<file path="src/hdl/forward_electron_energy_correction_macros.svh">
// assertion macros for the forward electron energy correction block
`ifndef FORWARD_ELECTRON_ENERGY_CORRECTION_MACROS_SVH
`define FORWARD_ELECTRON_ENERGY_CORRECTION_MACROS_SVH

`ifndef SYNTHESIS
`define FEFC_ASSERT_IMPLY(label, clk, rst, cond, expr) \
   label: assert property (@(posedge clk) disable iff (rst) (cond) |-> (expr)) \
      else $error("fefc assertion failed");
`define FEFC_ASSERT_NEXT(label, clk, rst, cond, expr) \
   label: assert property (@(posedge clk) disable iff (rst) (cond) |=> (expr)) \
      else $error("fefc assertion failed");
`else
`define FEFC_ASSERT_IMPLY(label, clk, rst, cond, expr)
`define FEFC_ASSERT_NEXT(label, clk, rst, cond, expr)
`endif

`endif

</file>
<file path="src/hdl/fefc_pkg.sv">
// shared types and constants of the forward electron energy correction block
package fefc_pkg;

   localparam int COMP_W       = 24;
   localparam int CODE_W       = 32;
   localparam int COEF_W       = 32;
   localparam int MASS_W       = 16;
   localparam int CSR_IDX_W    = 3;
   localparam int SQ_W         = 48;
   localparam int E2_W         = 49;
   localparam int RAD_W        = 50;
   localparam int ROOT_W       = 25;
   localparam int ACC_W        = 39;
   localparam int ACC_SPLIT    = 20;
   localparam int PP_W         = 45;
   localparam int LANE_LO_W    = 45;
   localparam int LANE_HI_W    = 43;
   localparam int NUM_W        = 64;
   localparam int MAG_W        = 63;
   localparam int DIV_SHIFT    = 8;
   localparam int DVS_W        = 33;
   localparam int REM_W        = 57;
   localparam int ENERGY_FRAC  = 16;
   localparam int LANES        = 3;
   localparam int HORNER_STEPS = 4;
   localparam int SIDE_LEN     = 61;
   localparam int RHO_LEN      = 11;
   localparam int HORNER_TAP   = 32;
   localparam int PIPE_DEPTH   = 64;
   localparam int QUEUE_DEPTH  = 4;
   localparam int QPTR_W       = 2;
   localparam int QCNT_W       = 3;
   localparam int FLIGHT_W     = 7;

   localparam logic signed [CODE_W-1:0] ELECTRON_CODE = 32'sd11;
   localparam logic signed [ACC_W-1:0]  ACC_LIMIT     = 39'sd274877906943;
   localparam logic signed [COMP_W-1:0] COMP_MAX      = 24'sh7FFFFF;
   localparam logic signed [COMP_W-1:0] COMP_MIN      = 24'sh800000;

   localparam logic [CSR_IDX_W-1:0] CSR_ELECTRON_MASS = 3'd0;
   localparam logic [CSR_IDX_W-1:0] CSR_COEF_CONST    = 3'd1;
   localparam logic [CSR_IDX_W-1:0] CSR_COEF_LINEAR   = 3'd2;
   localparam logic [CSR_IDX_W-1:0] CSR_COEF_SQUARE   = 3'd3;
   localparam logic [CSR_IDX_W-1:0] CSR_COEF_CUBE     = 3'd4;
   localparam logic [CSR_IDX_W-1:0] CSR_COEF_FOURTH   = 3'd5;

   typedef logic signed [COMP_W-1:0] comp_type;
   typedef logic signed [ACC_W-1:0]  acc_type;
   typedef logic [ROOT_W-1:0]        root_type;

   typedef struct packed {
      logic     electron;
      comp_type x;
      comp_type y;
      comp_type z;
   } item_type;

   typedef struct packed {
      logic     valid;
      item_type item;
   } queue_out_type;

   typedef struct packed {
      logic [QCNT_W-1:0] level;
   } front_status_type;

   typedef struct packed {
      logic     live;
      comp_type x;
      comp_type y;
      comp_type z;
   } side_type;

   typedef struct packed {
      logic [MASS_W-1:0]        mass;
      logic signed [COEF_W-1:0] c_const;
      logic signed [COEF_W-1:0] c_linear;
      logic signed [COEF_W-1:0] c_square;
      logic signed [COEF_W-1:0] c_cube;
      logic signed [COEF_W-1:0] c_fourth;
   } cfg_type;

   localparam cfg_type CFG_RESET = '{
      mass:     16'd33,
      c_const:  32'sd350515,
      c_linear: 32'sd17618728,
      c_square: -32'sd303849,
      c_cube:   32'sd51283,
      c_fourth: -32'sd2990
   };

endpackage

</file>
<file path="src/hdl/fefc_front.sv">
// front end: request queue with particle classification
module fefc_front import fefc_pkg::*; (
   input  logic                     clock,
   input  logic                     reset,
   input  logic                     req_valid,
   output logic                     req_stall,
   input  logic signed [CODE_W-1:0] req_particle_code,
   input  comp_type                 req_mom_x,
   input  comp_type                 req_mom_y,
   input  comp_type                 req_mom_z,
   input  logic                     pop,
   output queue_out_type            head,
   output front_status_type         status
);

   item_type          slot_ff [QUEUE_DEPTH];
   item_type          item_in;
   logic [QPTR_W-1:0] wr_ptr_ff, wr_ptr_in;
   logic [QPTR_W-1:0] rd_ptr_ff, rd_ptr_in;
   logic [QCNT_W-1:0] level_ff, level_in;
   logic              push;
   logic              pull;

   always_comb begin
      item_in.electron = (req_particle_code == ELECTRON_CODE);
      item_in.x        = req_mom_x;
      item_in.y        = req_mom_y;
      item_in.z        = req_mom_z;
      req_stall        = (level_ff == QCNT_W'(QUEUE_DEPTH));
      push             = req_valid && !req_stall;
      pull             = pop && (level_ff != '0);
      wr_ptr_in        = push ? wr_ptr_ff + QPTR_W'(1) : wr_ptr_ff;
      rd_ptr_in        = pull ? rd_ptr_ff + QPTR_W'(1) : rd_ptr_ff;
      level_in         = level_ff + QCNT_W'(push) - QCNT_W'(pull);
      head.valid       = (level_ff != '0);
      head.item        = slot_ff[rd_ptr_ff];
      status.level     = level_ff;
   end

   always_ff @(posedge clock) begin
      if (reset) begin
         wr_ptr_ff <= '0;
         rd_ptr_ff <= '0;
         level_ff  <= '0;
      end else begin
         wr_ptr_ff <= wr_ptr_in;
         rd_ptr_ff <= rd_ptr_in;
         level_ff  <= level_in;
      end
   end

   always_ff @(posedge clock) begin
      if (push) begin
         slot_ff[wr_ptr_ff] <= item_in;
      end
   end

endmodule

</file>
<file path="config.mk">
export PLATFORM = sky130hd
export DESIGN_NAME = fefc_front
export DESIGN_NICKNAME = d
export VERILOG_FILES = /design/src/hdl/forward_electron_energy_correction_macros.svh /design/src/hdl/fefc_pkg.sv /design/src/hdl/fefc_front.sv
export SDC_FILE = /design/constraint.sdc
export NUM_CORES = 1
export LEC_CHECK = 0
export BUFFER_PORTS_ARGS = -buffer_cell sky130_fd_sc_hd__buf_2
export CORE_MARGIN = 2
export CORE_UTILIZATION = 55
export DETAILED_ROUTE_END_ITERATION = 8
export PLACE_DENSITY_LB_ADDON = 0.3
export SKIP_LAST_GASP = 1
export SLEW_MARGIN = 25
export SYNTH_ARGS = -nofsm -noshare
export SYNTH_HDL_FRONTEND = slang
export SYNTH_SLANG_ARGS = --single-unit
</file>
<file path="constraint.sdc">
create_clock -name clock -period 4.3 [get_ports clock]
set_input_delay 1.29 -clock clock [delete_from_list [all_inputs] [get_ports clock]]
set_output_delay 1.29 -clock clock [all_outputs]
set_load 0.03 [all_outputs]
</file>
# Word level (Yosys, flattened, before mapping)
# Memory sizes are Yosys's and may differ from the RTL's. A register that Yosys moved wholly into a read port is not among the register bits.
# Cells that the tools add are included.
[totals]
mem_count = 1
ff_bits = 7
inputBits = 108
ramBits = 292
wordCells = 18
[op_classes]
n_eq_ne = 2
n_reduce_logical = 4
n_mux = 4
add_sub_neg = 4
[memory_table]
columns = ["memory", "depth", "width", "rd", "rd_ports_with_merged_regs", "write_ports", "line_no", "source"]
rows = [
  ["slot_ff", 4, 73, 1, 1, 1, "fefc_front.sv:16", "item_type slot_ff [QUEUE_DEPTH];"],
]
[ops]
columns = ["cell", "n"]
rows = [
  ["equality test 32 x 5 -> 1 bit, second input constant", 1],
  ["adder 2 x 1 -> 2 bit, second input constant", 2],
  ["2-to-1 mux 2 bit", 2],
  ["adder 3 x 1 -> 3 bit", 1],
  ["equality test 3 bit, second input constant", 1],
  ["nonzero test 3 bit", 1],
  ["subtractor 3 x 1 -> 3 bit", 1],
  ["logical AND 1 bit", 2],
  ["2-to-1 mux 1 bit", 2],
  ["logical NOT 1 bit", 1],
]

# Depth between registers and ports, before layout
[depth]
word_depth = 5
depth_mapped = 11
mapped_depth_nobuf = 11

# Worst setup path before layout
# No wires, ideal clock.
[synth_timing]
path_type = "input to register"
start = "input port req_valid"
end = "memory slot_ff[0][0] (netlist name) (enable)"
t_arrival_ps = 3326
setup_time_ps = 439
stages = 3
slack_ps = 535
cell_sequence = "inv_1 -> nor2_1 -> and2_1"
[synth_between]
elab_chain_len = 3
[synth_rtl]
columns = ["item", "line_no", "source"]
rows = [
  ["from (decl)", "fefc_front.sv:5", "input logic req_valid,"],
  ["logical AND 1 bit", "fefc_front.sv:30", "push = req_valid && !req_stall;"],
  ["2-to-1 mux 1 bit", "fefc_front.sv:53", "if (push) begin"],
  ["2-to-1 mux 1 bit (not written as such)", "fefc_front.sv:54", "slot_ff[wr_ptr_ff] <= item_in;"],
  ["to (decl)", "fefc_front.sv:16", ""],
]
# Every way passes these cells.

==> metrics.txt <==
number of nets in the synthesized netlist about 560; main area contributors after synthesis edfxtp_1 (79%), mux4_2 (15%), dfxtp_1 (1.6%); starting DRC count in detailed routing 247; cells along the critical path buf_12 > mux4_2 > buf_2; first-pass iteration count of the detailed router 4; final max-slew violation count 0; met2 routed WL 10.07 mm; CP Max Fanout 29; total of buffers placed on input and output ports around 190; FILL cells 1360; Setup violations, final 0; Worst Hold Depth 2; total via count after detailed routing 5200; layout cell share with drive strength beyond 1 0.4687; I/O pin count about 190; Total Nets Final ~760; Hold Worst Slack approximately 0.54 ns; uppermost routed layer met5; routability congestion estimate from global placement between 0.7 and 0.8; proportion of synthesized flip-flops having asynchronous set or reset 0; final wirelength 19.89 mm; die area about 21000 µm²; worst slack at placement 0.9068 ns; end point of the critical path head[14]; clk slew on worst S/H paths 0.06 ns; highest achievable clock rate approximately 270 MHz; reported max-cap violation count 0; headroom to the max-slew limit 0.5725; startpoint of the most critical hold path rd_ptr_ff[1]; HPWL after DPL roughly 12 mm; total net switching power 2.535 mW; clock tree buffer depth 3; register bit count reported by yosys 301; signal arrival time at the worst endpoint between 2 and 2.5 ns; Syn. warnings 0; post-CTS repair timing setup buffer count 0; number of endpoints with negative hold slack in the final report 0; area leader, netlist edfxtp_1; gate count after technology mapping about 440; Setup TNS Final 0 ns; reg2reg start status[1]; endpoint required time on the critical path between 3 and 4 ns; final critical-path share of the clock period 0.8530; reg-to-reg setup timing slack between 1.5 and 2 ns; number of sinks on the clock net 301; unrepaired setup endpoints after global routing false; Worst Max-Slew Pin Slew about 0.64 ns; net switching share of the total power 0.3012; EDFF count, synth slightly below 300; internal cell power ~5.9 mW; CP max stage cell dfxtp_4; Reg power frac 0.445; global-route wire length before repair a little over 30 mm; routed wl met3 about 1.2 mm; post-route worst setup slack 0.6320 ns; maximum level of the CTS H-tree 1; synth unique cells 29; number of buffers inserted during clock tree synthesis 29; area of the placeable core ~20000 µm²; proportion of synthesized chip area in sequential cells 0.8029; synthesis-to-finish area growth 19.39%; Post-DRT Antenna Nets 0; source-to-sink clock delay at the later pin of the worst-skew pair 0.53 ns; worst setup path class register to output pin; CTS Root Buffer Type clkbuf_16; leak pwr around 4.6 nW; ys flop type edfxtp_1; Post-Syn Area per Cell 25.27 µm²; CTS tree built; Finished Layout Cells roughly 940; Reg area 8956 µm²; number of cells upsized or downsized after cts 0; number of cells traversed by the worst register-to-register path 11; outcome finished, final reports clean; Final Util 0.6640; Worst IR Drop VDD between 0.4 and 0.5 mV; area fraction of the dominant cell type after synthesis 0.7867; via count of the first global-routing pass around 5600; power density normalized to cell area 632.4 nW/µm²; CTS Hold Buffers Added 0; number of placed instances, taps included 888; horizontal die dimension 146.4 µm; maximum number of pins on one net before global-route repair 50; grt ovf 0; clock period minus final worst setup slack around 3.7 ns; Row Count 52; overall routing resource usage 0.1860; starting density of the core 0.5562; highest cell delay on the worst timing path slightly below 0.8 ns; Chip Height approximately 150 µm; antenna violations before repair 2; Clock Power Share 0.291; Setup crit end kind output pin; Syn Std Cell Area 11150 µm²; via density per instance 5.526; post-detailed-route DRC marker count 0; part of the total power dissipated in combinational logic 0.263; startpoint class of the critical path register; destination of the worst register-to-register timing path status[2]; detailed-route wire length on metal 1 8.079 mm; Clock Skews approximately 0.0076 ns; area of the multi-input gates 1989 µm²; hold crit path type register to register; average wire per cell in the routed design roughly 21 µm
[power by group through the flow]
stage / Clock [mW] / Sequential (mW) / Combinational (mW)
global placement: 0 / 3.79 / 2.22
CTS: 2.51 / 3.76 / 2.26
global route: 2.62 / 3.78 / 2.34
finish: 2.45 / 3.75 / 2.22
detailed placement: 0 / 3.82 / 2.25
floorplan: 0 / 3.72 / 1.76
[layer usage]
metal	vias to the layer above	global-route usage
li1	2304	-
met1	2666	0.2438
met2	186	0.3212
met3	42	0.03781
met4	2	0.05485
met5	-	0
[how the worst min path moves through the flow]
| stage | end |
|---|---|
| floorplan | wr_ptr_ff[1] |
| global placement | wr_ptr_ff[1] |
| detailed placement | register |
| CTS | rd_ptr_ff[1] |
| global route | wr_ptr_ff[0] |
| finish | rd_ptr_ff[1] |
[cell type report]
cell class | instances | area share
Antenna cell | 1 | 0.0001881
Multi-Input combinational cell | 117 | 0.1495
Inverter | 6 | 0.001693
Clock buffer | 30 | 0.05482
Timing Repair Buffer | 194 | 0.08030
Clock inverter | 22 | 0.01504
Tap cell | 270 | 0.02539
Sequential cell | 301 | 0.6731
[synth_stat cells (all sizes together), types with 2 or more instances]
library cell,count
and2,5
buf,15
clkbuf,2
dfxtp,9
edfxtp,292
ha,6
inv,6
mux4,73
nand2b,2
nand4,2
nor2,7
nor4,7
or3,2
xor2,2
[stage by stage]
step           area, µm²  power (mW)
6_report           13310       8.416
4_1_cts            13300       8.524
5_1_grt            13310       8.746
3_5_place_dp       12370       6.066
2_1_floorplan      11150       5.488
3_3_place_gp       12370       6.010
[sequential cells by signal, indices dropped and copies added (netlist names), named ones only]
register / count
rd_ptr_ff: 2
status: 3
slot_ff: 292
wr_ptr_ff: 2
[cells in the final DEF (no fill, tap or decap), types with 2 or more instances in the layout]
cell type	synthesis	layout
edfxtp_1	292	292
buf_2	7	185
mux4_2	72	72
clkbuf_16	0	29
clkinv_1	0	10
nor2_1	7	7
nor4_1	7	7
clkinv_2	0	7
dfxtp_1	9	7
inv_1	6	6
ha_1	6	6
buf_12	7	6
and2_4	0	4
bufinv_16	0	4
buf_4	0	3
or3_1	2	2
nand4_1	2	2
xor2_1	2	2
nand2b_1	2	2
dfxtp_4	0	2
[critical path, delay by kind of cell (launching register included)]
kind                   cells  cell delay (ns)
DFF                        1             0.77
muxes                      1             0.54
buffers and inverters      2             0.51
[kinds of logic after synthesis]
family / count (synthesis) / share of synthesized area
muxes: 74 / 0.1487
DFF: 301 / 0.8029
buffers and inverters: 23 / 0.01953
xor gates and xnor gates: 3 / 0.002358
and+or+nand+nor: 29 / 0.01549
adders and majority gates: 7 / 0.008532
AOI/OAI and AO/OA: 4 / 0.002469
No activity file was read; power rests on OpenSTA's default activity.
